--- config.mk ---
export PLATFORM = sky130hd
export DESIGN_NAME = hld_ram
export DESIGN_NICKNAME = d
export VERILOG_FILES = /design/src/rtl/hld_ram.sv
export SDC_FILE = /design/constraint.sdc
export NUM_CORES = 1
export LEC_CHECK = 0
export ABC_AREA = 1
export BUFFER_PORTS_ARGS = -buffer_cell sky130_fd_sc_hd__buf_2
export CAP_MARGIN = 20
export CORE_UTILIZATION = 50
export CTS_BUF_LIST = sky130_fd_sc_hd__clkbuf_16
export DETAILED_ROUTE_END_ITERATION = 10
export GPL_TIMING_DRIVEN = 0
export PLACE_DENSITY_LB_ADDON = 0.2
export RECOVER_POWER = 100
export SYNTH_ARGS = -nofsm -noshare
export SYNTH_HDL_FRONTEND = slang
export SYNTH_SLANG_ARGS = --single-unit
--- constraint.sdc ---
create_clock -name clk -period 1.3 [get_ports clk]
set_clock_uncertainty 0.15 [all_clocks]
set_input_delay 0 -clock clk [delete_from_list [all_inputs] [get_ports clk]]
set_output_delay 0 -clock clk [all_outputs]
set_load 0.02 [all_outputs]
--- src/rtl/hld_ram.sv ---
// generic single write, single read ram with registered read data
// depends on nothing
`timescale 1ns / 1ps

module hld_ram #(
  parameter int W = 8,
  parameter int D = 16
) (
  input  logic                 clk,
  input  logic                 we,
  input  logic [$clog2(D)-1:0] waddr,
  input  logic [W-1:0]         wdata,
  input  logic [$clog2(D)-1:0] raddr,
  output logic [W-1:0]         rdata
);

  logic [W-1:0] mem [D];

  always_ff @(posedge clk) begin
    if (we) begin
      mem[waddr] <= wdata;
    end
    rdata <= mem[raddr];
  end

endmodule

==> impl_metrics.yaml <==
status:
  outcome: "finished clean"
sta:
  fin_crit_sh: 0.9419
  setup_viol: 0
  slew_headroom: 0.4161
  worstMarginPinSlew_ps: 872.6
  slew_viol_final: 0
  layout_setup_ws_ps: 75.56
  finalHoldViolations: 0
  min_period_ps: 1224
  rsz0062_at_grt: "no"
  max_freq_mhz: 816.7
pwr:
  power_density_mw_per_mm2: 1605
  p_leak_nw: 2.943
  ir_drop_uv: 871.6
  p_total_w: 0.01097
route:
  drtPass1Iterations: 5
  num_vias: 3933
  wl_per_cell_um: 18.30
  viasPerCell: 5.182
  drt_wl_total_mm: 13.89
  ant_nets: 0
  drtIter0Drc: 370
  drcViolationCount: 0
logic_synthesis:
  ys_seq_area_frac: 0.6943
  synth_fp_nets: 569
  ys_types: 12
  synth_area_mm2: 0.005767
  syn_area_per_cell_um2: 10.47
  ys_ff_latch: 136
  synth_warnings: 0
  synth_cells: 551
cts:
  clk_latency_ps: 420
  numCtsBuffers: 17
  h-tree-depth: 4
  cts_root_buf: "clkbuf_16"
  cts.sinks: 136
  cts_max_path_buffers: 2
  cts_resized: 0
  cts.hold.buffers_added: 14
  cts_tree: "built"
  clk_pin_slew_ps: 60
  post_cts_buffers: 0
global_routing:
  grt_use_met1: 0.3495
  track_usage: 0.2590
  grt.busiest_layer: "met2"
  overflow: 0
  antenna_found_initial: 0
  met3_usage: 0.06935
  grt_pass1_vias: 3730
  grt_use_met2: 0.4079
  grt_pass1_wl_mm: 21.34
  grt_start_max_net_pins: 17
critical_path:
  worst-r2r-cell-count: 6
  reg2reg_to: "rdata[1]"
  r2r_start: "mem[11][1]"
  cp.buffers_inverters: 2
  cp_max_fo: 16
  slowest_stage: "clkbuf_1"
  rrSetupSlack_ps: 110
  critPathTopFamily: "buffers and inverters"
  cp-start-kind: "input pin"
  worstSetupPathType: "input pin to flop"
  end_kind: "flop"
  cpPeakStageDelay_ps: 650
  critical_path_arrival_ps: 1170
  worstPathRequired_ps: 1250
  path_cells: "dlygate4sd3_1, clkbuf_1"
  startpoint: "wdata[6]"
cells_and_area:
  fin_cells: 759
  layout_commonest_cell: "nand2_1"
  layout_common_cells: "nand2_1 (173), edfxtp_1 (128), inv_1 (101), nand3_1 (97)"
  finalCoreUtilization: 0.6193
  area_growth_pct: 18.46
  final_area_mm2: 0.006832
  nNetsFinal: 624
  drive_gt1_frac: 0.09855
  diodes: 0
run:
  cap_violations: 0
floorplanning:
  fp.dieW_um: 109.4
  die_h_um: 109.4
  rows: 38
  dieArea_mm2: 0.01197
  io-pin-count: 26
  initial_utilization: 0.5228
  fp.coreArea_mm2: 0.01103
placed_design:
  port_buffers: 22
  gp_congestion: 0.8524
  pre_cts_ws_ps: -362.0
  dp_hpwl_mm: 8.821
  placedCellCount: 713
  placed_cell_area_mm2: 0.006052
worst_hold_path:
  min_to: "rdata[2]"
  hold_path_depth: 8
  hp-start: "raddr[0]"
  holdCritPathClass: "input pin to flop"
-- worst reg2reg max path, stage by stage, from the launching register on --
cell and delay [ps]:
edfxtp_1 350, inv_1 60, nand2_1 50, nand3_1 120, nand3_1 100, nand3_1 160, nand2_1 90
-- registers in the layout (all words and copies together) (netlist names) --
signal  cells
mem       128
rdata       8
-- worst max-delay path by stage --
stage	endpoint	slack, ps	cells past startpoint
global placement	mem[6][0]	-320	3
finish	mem[8][6]	80	2
floorplan	mem[10][0]	200	2
CTS	mem[6][1]	80	3
detailed placement	mem[6][4]	-360	3
global route	rdata[1]	20	6
-- cells by family (layout without fill, tap and decap cells) --
kind of cell	after synthesis	after routing	synth area share
and+or+nand+nor	289	289	0.2105
DFF	136	136	0.6943
buffers and inverters	126	194	0.09525
-- metal layers --
layer  wire [um]  vias up
met5           0        -
met4         276        0
met3        1214       23
met2        6449      185
met1        5946     1839
li1            -     1886
-- area by class of cell --
type	instances	area (um^2)
fillers	908	4199
flip-flops and latches	136	4004
multi-input cells	289	1214
clock buffers	17	425.4
inverters	102	382.9
clock inverters	15	232.7
repair buffers	36	231.5
well taps	140	175.2
plain buffers	24	166.4
-- report_power, final --
part | leakage (nW) | switching, W | internal, W
Sequential | 1.22 | 0.0000257 | 0.00490
Clock | 0.315 | 0.00178 | 0.00357
Combinational | 1.40 | 0.000489 | 0.000205
-- through the flow --
step                      hold slack, ps  setup TNS (ps)
after floorplan                   -51.13               0
after global placement             266.6          -24460
final                              28.08               0
after CTS                          3.901               0
after global routing               48.01               0
after detailed placement           265.2          -28600
-- cells in the mapped netlist, drive strengths merged --
cell | instances | share of area
nand2 | 173 | 0.11
edfxtp | 128 | 0.67
inv | 102 | 0.066
nand3 | 97 | 0.084
buf | 24 | 0.029
nor2 | 17 | 0.011
dfxtp | 8 | 0.028
nand3b | 2 | 0.0026
No activity file was read; power rests on OpenSTA's default activity.
