## src/rtl/hld_pkg.sv

```systemverilog
// shared types, constants and register codes for the hard list viterbi decoder
// depends on nothing; imported by the top level, hld_cell and the sim files, not by hld_ram
`timescale 1ns / 1ps

package hld_pkg;

  localparam int MAX_STATES = 64;
  localparam int MAX_LIST   = 8;
  localparam int MAX_BLOCK  = 64;
  localparam int MAX_RATE   = 4;

  localparam int ST_W   = $clog2(MAX_STATES);
  localparam int RK_W   = $clog2(MAX_LIST);
  localparam int STEP_W = $clog2(MAX_BLOCK);
  localparam int MET_W  = 9;

  localparam logic [MET_W-1:0] METRIC_CAP = 9'd511;

  // configuration register indexes
  localparam logic [1:0] CFG_STATES = 2'd0;
  localparam logic [1:0] CFG_RATE   = 2'd1;
  localparam logic [1:0] CFG_LIST   = 2'd2;

  // item modes
  localparam logic MODE_LOAD   = 1'b0;
  localparam logic MODE_DECODE = 1'b1;

  typedef struct packed {
    logic       mode;
    logic [5:0] table_state;
    logic       table_bit;
    logic [5:0] table_next;
    logic [3:0] table_output;
    logic [3:0] code_bits;
    logic       end_of_block;
  } in_item_t;

  typedef struct packed {
    logic [2:0]  path_rank;
    logic [63:0] path_bits;
    logic [8:0]  path_metric;
    logic        path_valid;
    logic [6:0]  block_length;
    logic        last_path;
  } out_item_t;

  // one list entry: metric plus traceback data
  typedef struct packed {
    logic             ok;
    logic [MET_W-1:0] met;
    logic [ST_W-1:0]  prev;
    logic [RK_W-1:0]  rank;
    logic             in_bit;
  } entry_t;

  typedef struct packed {
    logic [ST_W-1:0] prev;
    logic [RK_W-1:0] rank;
    logic            in_bit;
  } tb_t;

  typedef entry_t [MAX_LIST-1:0] row_t;
  typedef tb_t    [MAX_LIST-1:0] tb_row_t;

  typedef struct packed {
    logic [ST_W-1:0] next;
    logic [3:0]      code;
  } trellis_t;

  typedef struct packed {
    logic load;
    logic ins;
  } cell_ctl_t;

endpackage

```

## src/rtl/hld_cell.sv

```systemverilog
// one rank of the sorted insertion chain
// depends on hld_pkg
`timescale 1ns / 1ps

module hld_cell
  import hld_pkg::*;
(
  input  logic      clk,
  input  cell_ctl_t ctl,
  input  logic      en,
  input  entry_t    load_data,
  input  entry_t    cand,
  input  entry_t    left,
  input  logic      left_cond,
  output entry_t    q,
  output logic      cond
);

  entry_t q_r;

  // candidate belongs at or before this rank
  assign cond = !q_r.ok || (cand.met < q_r.met);
  assign q    = q_r;

  always_ff @(posedge clk) begin
    if (ctl.load) begin
      q_r <= en ? load_data : '0;
    end else if (ctl.ins && en) begin
      if (left_cond) begin
        q_r <= left;
      end else if (cond) begin
        q_r <= cand;
      end
    end
  end

endmodule

```

## config.mk

```make
export PLATFORM = sky130hd
export DESIGN_NAME = hld_cell
export DESIGN_NICKNAME = d
export VERILOG_FILES = /design/src/rtl/hld_pkg.sv /design/src/rtl/hld_cell.sv
export SDC_FILE = /design/constraint.sdc
export NUM_CORES = 1
export LEC_CHECK = 0
export BUFFER_PORTS_ARGS = -buffer_cell sky130_fd_sc_hd__buf_2
export CAP_MARGIN = 20
export CORE_ASPECT_RATIO = 1.25
export CORE_UTILIZATION = 24
export CTS_CLUSTER_SIZE = 20
export DETAILED_ROUTE_END_ITERATION = 7
export GPL_TIMING_DRIVEN = 0
export HOLD_SLACK_MARGIN = 0.15
export MAX_ROUTING_LAYER = met4
export PLACE_DENSITY_LB_ADDON = 0.25
export SETUP_SLACK_MARGIN = 0.2
export SLEW_MARGIN = 30
export SYNTH_ARGS = -nofsm -noshare
export SYNTH_HDL_FRONTEND = slang
export SYNTH_SLANG_ARGS = --single-unit
```

## constraint.sdc

```tcl
create_clock -name clk -period 5.6 [get_ports clk]
set_input_delay 0.56 -clock clk [delete_from_list [all_inputs] [get_ports clk]]
set_output_delay 0.56 -clock clk [all_outputs]
set_load 0.01 [all_outputs]
```

==> results of run 1 <==
[where the power goes]
part	switching, W	internal, W	leakage, nW
clock	0.0000542	0.0000955	0.0357
sequential	0.00000499	0.000183	0.206
combinational	0.0000515	0.0000492	0.681
total	0.000111	0.000328	0.923
[cell families (layout without fill, tap and decap cells)]
group | Yosys count | in the layout | share of synthesized area [%]
buffers and inverters | 16 | 104 | 7.62
AO/OA/AOI/OAI | 27 | 27 | 11.6
multiplexers | 20 | 20 | 15.6
AND/OR/NAND/NOR | 32 | 32 | 10.4
adder cells (fa/ha/maj) | 8 | 8 | 7.82
flip-flops | 20 | 20 | 46.9
[layout make-up]
class	instances	area [um^2]
Sequential cell	20	601
Buffer	7	63.8
Clock inverter	1	30.0
Multi-Input combinational cell	87	593
Fill cell	524	3260
Timing Repair Buffer	84	420
Tap cell	62	77.6
Clock buffer	3	41.3
Inverter	9	33.8
[per-layer routing]
layer	wire (um)	up-vias	part of all wire, %
li1	-	611	-
met1	1420	500	43
met2	1630	64	49
met3	237	5	7.1
met4	40	0	1.2
met5	0	-	0
[worst min-delay path by stage]
stage,to,slack (ns),depth (start not counted)
floorplan,q[11],0.75,2
global placement,q[8],0.84,3
detailed placement,q[16],0.84,3
CTS,q[9],0.56,3
global route,q[9],0.58,3
finish,q[9],0.56,3
[through the flow]
| step | power, W | instances | cell area (um^2) | util, % | setup WS, ns |
|---|---|---|---|---|---|
| after global routing | 0.000466 | 273 | 1860 | 36.4 | 3.18 |
| after global placement | 0.000292 | 269 | 1780 | 34.8 | 2.02 |
| after detailed placement | 0.000295 | 269 | 1790 | 35.0 | 3.00 |
| after floorplan | 0.000244 | 123 | 1280 | - | 2.87 |
| after CTS | 0.000447 | 273 | 1860 | 36.4 | 3.29 |
| final | 0.000438 | 273 | 1860 | 36.4 | 3.32 |
[worst max-delay path, cell delays in order]
cell                       delay [ns]
sky130_fd_sc_hd__buf_2           0.11
sky130_fd_sc_hd__ha_1            0.30
sky130_fd_sc_hd__a21oi_1         0.15
sky130_fd_sc_hd__nor2_1          0.06
sky130_fd_sc_hd__a211oi_2        0.24
sky130_fd_sc_hd__nand3_1         0.10
sky130_fd_sc_hd__nand2_1         0.07
sky130_fd_sc_hd__buf_2           0.13
[synthesized netlist by cell type]
master and count:
sky130_fd_sc_hd__nor2_1 2, sky130_fd_sc_hd__clkbuf_1 1, sky130_fd_sc_hd__a211oi_2 1, sky130_fd_sc_hd__clkbuf_2 1, sky130_fd_sc_hd__a21oi_1 2, sky130_fd_sc_hd__edfxtp_1 20
sky130_fd_sc_hd__o21bai_1 1, sky130_fd_sc_hd__nor2b_1 1, sky130_fd_sc_hd__o21ai_1 6, sky130_fd_sc_hd__mux2i_1 20, sky130_fd_sc_hd__o21ai_0 16, sky130_fd_sc_hd__nand4_1 1
sky130_fd_sc_hd__nand2_1 24, sky130_fd_sc_hd__buf_6 2, sky130_fd_sc_hd__inv_1 9, sky130_fd_sc_hd__buf_8 1, sky130_fd_sc_hd__nand3_1 2, sky130_fd_sc_hd__buf_4 1
sky130_fd_sc_hd__ha_1 8, sky130_fd_sc_hd__clkdlybuf4s15_1 1, sky130_fd_sc_hd__a311oi_1 1, sky130_fd_sc_hd__and2_1 2
==> results_tabular.tex, run 1 <==
\begin{tabular}{lr}
\hline
Metric & Value \\
\hline
\multicolumn{2}{l}{\textbf{Worst setup path}} \\
\quad Endpoint of the worst setup timing path & cond \\
\quad Req. time, crit path & 5.04 ns \\
\quad Category of the worst setup path launch point & input port \\
\quad Arrival @ worst endpoint & 1.72 ns \\
\quad Critical path type & input port to output pin \\
\quad Top fanout value on the critical path & 2 \\
\quad Launch instance of the worst register-to-register path & q[16] \\
\quad Slack of the worst reg-to-reg path & 3.36 ns \\
\quad Crit end category & output pin \\
\quad Worst Setup SP & cand[16] \\
\quad Terminus of the critical flop-to-flop path & q[2] \\
\quad Count of cells along the worst register-to-register path & 7 \\
\multicolumn{2}{l}{\textbf{Clock network}} \\
\quad Total setup buffers inserted after CTS & 0 \\
\quad CTS Buffer Depth & 2 \\
\quad Clock buffer count from CTS & 3 \\
\quad TritonCTS Sinks & 20 \\
\quad Count of hold-fix buffers inserted at cts & 0 \\
\quad Clock transition time at the flip-flop clock pins of the worst setup and hold paths & 0.09 ns \\
\quad Maximum level of the CTS H-tree & 1 \\
\quad Number of gates given a new drive strength after cts & 0 \\
\quad Clock root buffer & sky130\_fd\_sc\_hd\_\_clkbuf\_8 \\
\quad Clock insertion delay at the later pin of the skew report & 0.26 ns \\
\quad TritonCTS clock tree & built \\
\multicolumn{2}{l}{\textbf{Synthesis}} \\
\quad Post-Syn Area & 1280 um\^{}2 \\
\quad Synth unique cells & 22 \\
\quad Number of storage elements in the synthesis netlist & 20 \\
\quad Avg Inst Size Synth & 10.4 um\^{}2 \\
\quad Cell type with the largest total area after synthesis & sky130\_fd\_sc\_hd\_\_edfxtp\_1 \\
\quad Count of mapped cells out of synthesis & 123 \\
\quad Sequential area share after synthesis & 46.9\% \\
\quad Fraction of synthesized cell area taken by the top area cell type & 46.9\% \\
\quad Ys Warns & 0 \\
\quad Synth top area cells & sky130\_fd\_sc\_hd\_\_edfxtp\_1 47\%, sky130\_fd\_sc\_hd\_\_mux2i\_1 16\%, sky130\_fd\_sc\_hd\_\_ha\_1 7.8\%, sky130\_fd\_sc\_hd\_\_nand2\_1 7.0\%, sky130\_fd\_sc\_hd\_\_o21ai\_0 6.3\% \\
\quad Synth Net Count & 196 \\
\multicolumn{2}{l}{\textbf{Global route}} \\
\quad Number of antenna violations at the first check in global routing & 0 \\
\quad Grt total ovfl & 0 \\
\quad Met2 usage in global routing & 21.5\% \\
\quad Met1 Resource Use GR & 16.0\% \\
\quad Tot GR Track Use & 13.1\% \\
\quad Via count of the first global-routing pass & 1,187 \\
\quad Gr busiest metal & met2 \\
\quad Maximum number of pins on one net before global-route repair & 21 \\
\quad First-pass GRT wire length & 5370 um \\
\quad Global-route track usage on met3 & 2.05\% \\
\multicolumn{2}{l}{\textbf{STA}} \\
\quad Final number of setup-violating endpoints & 0 \\
\quad Final hold violation count & 0 \\
\quad Largest clock skew in the final design & 0.00462 ns \\
\quad Fmax & 0.439 GHz \\
\quad Min Tclk post-route & 2.28 ns \\
\quad Transition time at the pin with the least slew margin & 0.659 ns \\
\quad Setup TNS & 0 ns \\
\quad Unrepaired setup endpoints after global routing & false \\
\quad Worst max-slew margin expressed relative to the limit & 55.9\% \\
\quad WHS & 0.562 ns \\
\quad Pins over their slew limit & 0 \\
\quad Post-route fraction of the period consumed by the critical path & 40.7\% \\
\multicolumn{2}{l}{\textbf{Final layout}} \\
\quad Fraction of layout instances using a drive strength above 1 & 45.0\% \\
\quad Final-stage net count & 285 \\
\quad Number of diodes & 0 \\
\quad Number of flip-flops in the largest register & 20 \\
\quad Commonest cells after routing, fill and taps aside & 84 x sky130\_fd\_sc\_hd\_\_buf\_2, 24 x sky130\_fd\_sc\_hd\_\_nand2\_1, 20 x sky130\_fd\_sc\_hd\_\_mux2i\_1, 20 x sky130\_fd\_sc\_hd\_\_edfxtp\_1, 16 x sky130\_fd\_sc\_hd\_\_o21ai\_0 \\
\quad Area added between synthesis and finish & 45.4\% \\
\quad Most common cell after layout, fill and taps aside & sky130\_fd\_sc\_hd\_\_buf\_2 \\
\multicolumn{2}{l}{\textbf{Placement}} \\
\quad RD Place Congestion & 0.673 \\
\quad Port bufs & 84 \\
\quad Detailed placer's ending HPWL & 2650 um \\
\multicolumn{2}{l}{\textbf{Floorplanning}} \\
\quad Core Area & 5120 um\^{}2 \\
\quad Chip Height & 83.7 um \\
\quad X dimension of the die & 67.3 um \\
\quad Number of rows created at floorplan & 29 \\
\quad Effective utilization at floorplan & 25.0\% \\
\quad Die outline area & 5630 um\^{}2 \\
\quad Top Ports & 86 \\
\multicolumn{2}{l}{\textbf{Job}} \\
\quad Number of max-capacitance violations reported & 0 \\
\multicolumn{2}{l}{\textbf{Detailed routing}} \\
\quad DRC violation total after the first TritonRoute iteration & 48 \\
\quad Total detailed-routing wirelength & 3320 um \\
\quad Via total after detailed routing & 1,180 \\
\quad Mean number of vias per cell & 4.32 \\
\quad TritonRoute pass-1 iters & 4 \\
\quad Remaining routing DRC violations & 0 \\
\quad Per-cell routed wire length & 12.2 um \\
\quad Post-route ant nets & 0 \\
\multicolumn{2}{l}{\textbf{Power}} \\
\quad Leakage power of the design & 0.923 nW \\
\quad Largest vdd supply drop & 0.0892 mV \\
\quad Areal power density over the cells & 236 nW/um\^{}2 \\
\multicolumn{2}{l}{\textbf{Worst hold path}} \\
\quad Hold Startpoint & load\_data[9] \\
\quad Type of the worst min-delay path & input port to register \\
\multicolumn{2}{l}{\textbf{Outcome}} \\
\quad Status & completed \\
\hline
\end{tabular}
No activity file was read; power rests on OpenSTA's default activity.
==> run 2, diff against run 1 <==
--- a/config.mk
+++ b/config.mk
@@ -5,6 +5,7 @@
 export SDC_FILE = /design/constraint.sdc
 export NUM_CORES = 1
 export LEC_CHECK = 0
+export ABC_AREA = 1
 export BUFFER_PORTS_ARGS = -buffer_cell sky130_fd_sc_hd__buf_2
 export CAP_MARGIN = 20
 export CORE_ASPECT_RATIO = 1.25
==> constraint.sdc (replaced) <==
create_clock -name clk -period 1.9 [get_ports clk]
set_input_delay 0.19 -clock clk [delete_from_list [all_inputs] [get_ports clk]]
set_output_delay 0.19 -clock clk [all_outputs]
set_load 0.01 [all_outputs]
==> run 2 against run 1 <==
Clock power increased by 90%. Via count increased by 12%. Synthesized cell count increased by 12%. Setup slack got worse by 3.1 ns. Sequential cell count unchanged. Clock-buffer cell count unchanged. Utilization increased by 1.7 points. First-iteration DRC count decreased by 29%. Synthesized area increased by 6.3%. Combinational power increased to 4.1 times the previous value. Non-clock buffer count increased by 4. Largest cell class is now multi-input combinational cells.
==> results_tabular.tex, run 2 <==
\begin{tabular}{lr}
\hline
Metric & Value \\
\hline
\multicolumn{2}{l}{\textbf{Detailed routing}} \\
\quad Per-cell routed wire length & 13.3 um \\
\quad Mean number of vias per cell & 4.49 \\
\quad TritonRoute pass-1 iters & 4 \\
\quad DRC violation total after the first TritonRoute iteration & 34 \\
\quad Via total after detailed routing & 1,320 \\
\quad Post-route ant nets & 0 \\
\quad Total detailed-routing wirelength & 3910 um \\
\quad Remaining routing DRC violations & 0 \\
\multicolumn{2}{l}{\textbf{Worst setup path}} \\
\quad Category of the worst setup path launch point & register \\
\quad Top fanout value on the critical path & 3 \\
\quad Worst Setup SP & q[15] \\
\quad Req. time, crit path & 1.93 ns \\
\quad Arrival @ worst endpoint & 1.76 ns \\
\quad Crit end category & register \\
\quad Critical path type & register to register \\
\quad Launch instance of the worst register-to-register path & q[15] \\
\multicolumn{2}{l}{\textbf{Clock network}} \\
\quad Clock transition time at the flip-flop clock pins of the worst setup and hold paths & 0.08 ns \\
\quad Clock buffer count from CTS & 3 \\
\quad TritonCTS clock tree & built \\
\quad Maximum level of the CTS H-tree & 1 \\
\quad CTS Buffer Depth & 2 \\
\quad Count of hold-fix buffers inserted at cts & 0 \\
\quad Clock root buffer & sky130\_fd\_sc\_hd\_\_clkbuf\_8 \\
\quad TritonCTS Sinks & 20 \\
\quad Clock insertion delay at the later pin of the skew report & 0.26 ns \\
\multicolumn{2}{l}{\textbf{Worst hold path}} \\
\quad Type of the worst min-delay path & input port to register \\
\quad Hold Startpoint & load\_data[3] \\
\multicolumn{2}{l}{\textbf{Placement}} \\
\quad Count of placed standard cells including taps & 286 \\
\quad RD Place Congestion & 0.720 \\
\quad Detailed placer's ending HPWL & 2870 um \\
\quad Port bufs & 84 \\
\multicolumn{2}{l}{\textbf{STA}} \\
\quad Final number of setup-violating endpoints & 0 \\
\quad Unrepaired setup endpoints after global routing & true \\
\quad Min Tclk post-route & 1.73 ns \\
\quad Transition time at the pin with the least slew margin & 0.248 ns \\
\quad Pins over their slew limit & 0 \\
\quad Post-route fraction of the period consumed by the critical path & 91.0\% \\
\quad Largest clock skew in the final design & 0.00509 ns \\
\quad Final hold violation count & 0 \\
\quad Worst max-slew margin expressed relative to the limit & 83.5\% \\
\quad Fmax & 0.579 GHz \\
\multicolumn{2}{l}{\textbf{Synthesis}} \\
\quad Synth cell count leaders & 21 x sky130\_fd\_sc\_hd\_\_nand3\_1, 20 x sky130\_fd\_sc\_hd\_\_edfxtp\_1, 19 x sky130\_fd\_sc\_hd\_\_mux2i\_1 \\
\quad Avg Inst Size Synth & 9.86 um\^{}2 \\
\quad Cell type with the largest total area after synthesis & sky130\_fd\_sc\_hd\_\_edfxtp\_1 \\
\quad Count of mapped cells out of synthesis & 138 \\
\quad Post-Syn Area & 1360 um\^{}2 \\
\quad Most frequent cell after synthesis & sky130\_fd\_sc\_hd\_\_nand3\_1 \\
\quad Number of storage elements in the synthesis netlist & 20 \\
\quad Count of flip-flops with a built-in enable after synthesis & 20 \\
\quad Synth unique cells & 18 \\
\quad Most used flip-flop cell after synthesis & sky130\_fd\_sc\_hd\_\_edfxtp\_1 \\
\quad Fraction of synthesized cell area taken by the top area cell type & 44.2\% \\
\quad Proportion of synthesized flip-flops having asynchronous set or reset & 0\% \\
\quad Synth Net Count & 211 \\
\quad Ys Warns & 0 \\
\quad Sequential area share after synthesis & 44.2\% \\
\quad Synth top area cells & sky130\_fd\_sc\_hd\_\_edfxtp\_1 44\%, sky130\_fd\_sc\_hd\_\_mux2i\_1 14\%, sky130\_fd\_sc\_hd\_\_nand3\_1 7.7\%, sky130\_fd\_sc\_hd\_\_ha\_1 7.4\%, sky130\_fd\_sc\_hd\_\_o21ai\_1 6.6\% \\
\multicolumn{2}{l}{\textbf{Final layout}} \\
\quad Area taken by flip-flops and latches & 601 um\^{}2 \\
\quad Number of diodes & 0 \\
\quad Fill cell instance count of the final layout & 580 \\
\quad Number of flip-flops in the largest register & 20 \\
\quad Final-stage net count & 304 \\
\quad Area added between synthesis and finish & 52.2\% \\
\quad Post-Route Utilization & 38.0\% \\
\quad Multi-input logic area & 748 um\^{}2 \\
\quad Commonest cells after routing, fill and taps aside & 90 x sky130\_fd\_sc\_hd\_\_buf\_2, 20 x sky130\_fd\_sc\_hd\_\_nand3\_1, 20 x sky130\_fd\_sc\_hd\_\_edfxtp\_1 \\
\quad Fraction of layout instances using a drive strength above 1 & 54.3\% \\
\quad Non-filler cells in the finished layout & 294 \\
\quad Most common cell after layout, fill and taps aside & sky130\_fd\_sc\_hd\_\_buf\_2 \\
\multicolumn{2}{l}{\textbf{Floorplanning}} \\
\quad Chip Height & 86.2 um \\
\quad Top Ports & 86 \\
\quad Core Area & 5440 um\^{}2 \\
\quad Effective utilization at floorplan & 25.0\% \\
\quad X dimension of the die & 69.3 um \\
\quad Number of rows created at floorplan & 30 \\
\quad Die outline area & 5970 um\^{}2 \\
\multicolumn{2}{l}{\textbf{Power}} \\
\quad Leakage power of the design & 0.989 nW \\
\quad Largest vdd supply drop & 0.236 mV \\
\quad Areal power density over the cells & 608 nW/um\^{}2 \\
\multicolumn{2}{l}{\textbf{Global route}} \\
\quad Number of antenna violations at the first check in global routing & 0 \\
\quad Via count of the first global-routing pass & 1,466 \\
\quad First-pass GRT wire length & 6540 um \\
\quad Grt total ovfl & 0 \\
\quad Maximum number of pins on one net before global-route repair & 12 \\
\quad Tot GR Track Use & 14.3\% \\
\multicolumn{2}{l}{\textbf{Outcome}} \\
\quad Status & completed \\
\multicolumn{2}{l}{\textbf{Job}} \\
\quad Number of max-capacitance violations reported & 0 \\
\hline
\end{tabular}
-- run 2: cell types whose count changed in the layout (fill, tap and decap cells not counted), sizes merged, moves of 2 or more --
cell,before,now
and2,2,0
buf,88,95
clkbuf,5,3
clkinvlp,0,3
inv,9,14
nand2,24,16
nand3,2,23
nor2,2,4
o21ai,22,20
-- run 2: worst max-delay path: stages, from the launching register on --
cell                         delay, ns
sky130_fd_sc_hd__edfxtp_1         0.35
sky130_fd_sc_hd__inv_1            0.07
sky130_fd_sc_hd__ha_4             0.26
sky130_fd_sc_hd__nand2_2          0.06
sky130_fd_sc_hd__nor2_4           0.11
sky130_fd_sc_hd__nand3_2          0.08
sky130_fd_sc_hd__nand3_2          0.09
sky130_fd_sc_hd__nand3_2          0.08
sky130_fd_sc_hd__nand2_4          0.14
sky130_fd_sc_hd__clkinvlp_4       0.10
sky130_fd_sc_hd__buf_4            0.15
-- run 2: report_power, final --
| group | internal [W] | leakage, nW | switching [W] |
|---|---|---|---|
| Sequential | 0.000544 | 0.205 | 0.0000181 |
| Combinational | 0.000197 | 0.761 | 0.000215 |
| Clock | 0.000144 | 0.0231 | 0.000141 |
-- run 2: logic make-up after synthesis --
logic type               after synthesis  share of synthesized area, %
AO/OA/AOI/OAI                         24                          9.29
adder cells (fa/ha/maj)                8                          7.36
buffers and inverters                 24                          10.1
flip-flops                            20                          44.2
multiplexers                          19                          14.0
AND/OR/NAND/NOR                       43                          15.1
-- run 2: final timing paths --
check | to | slack (ns) | depth (start not counted)
hold / removal | q[3] | 0.25 | 3
setup / recovery | q[19] | 0.17 | 10
setup reg to reg | q[19] | 0.17 | 10
hold reg to reg | q[8] | 0.92 | 3
-- run 2: area by class of cell --
type | instances | share of cell area [%]
buffer | 9 | 3.93
sequential | 20 | 29.0
multi-input combinational | 94 | 36.2
timing repair inverter | 2 | 0.726
clock buffer | 3 | 2.00
inverter | 15 | 2.90
timing repair buffer | 86 | 21.2
clock inverter | 1 | 0.181
tap | 64 | 3.87
-- run 2: layer usage --
metal / up-vias / part of all wire [%] / global-route usage [%] / wire length (um)
li1: 670 / - / - / -
met1: 580 / 42 / 16.4 / 1640
met2: 70 / 50 / 25.8 / 1960
met3: 0 / 8.0 / 3.06 / 314
met4: 0 / 0 / 2.23 / 0
met5: - / 0 / - / 0
-- run 2: repair_timing --
action / in CTS / in global routing
cloned: 2 / 0
resized for setup: 21 / 5
pin swaps: 8 / 3
endpoints found under the setup margin: 21 / 21
setup buffers: 2 / 0
-- run 2: per-stage QoR --
step / setup slack (ns) / setup TNS, ns / power (W) / hold slack [ns] / cell area (um^2)
2_1_floorplan: 0.0813 / 0 / 0.000761 / 0.410 / 1360
6_report: 0.172 / 0 / 0.00126 / 0.246 / 2070
5_1_grt: 0.0595 / 0 / 0.00134 / 0.247 / 2070
4_1_cts: 0.182 / 0 / 0.00126 / 0.242 / 2030
3_3_place_gp: -0.137 / -2.72 / 0.000912 / 0.508 / 1860
3_5_place_dp: -0.135 / -2.69 / 0.000916 / 0.511 / 1860
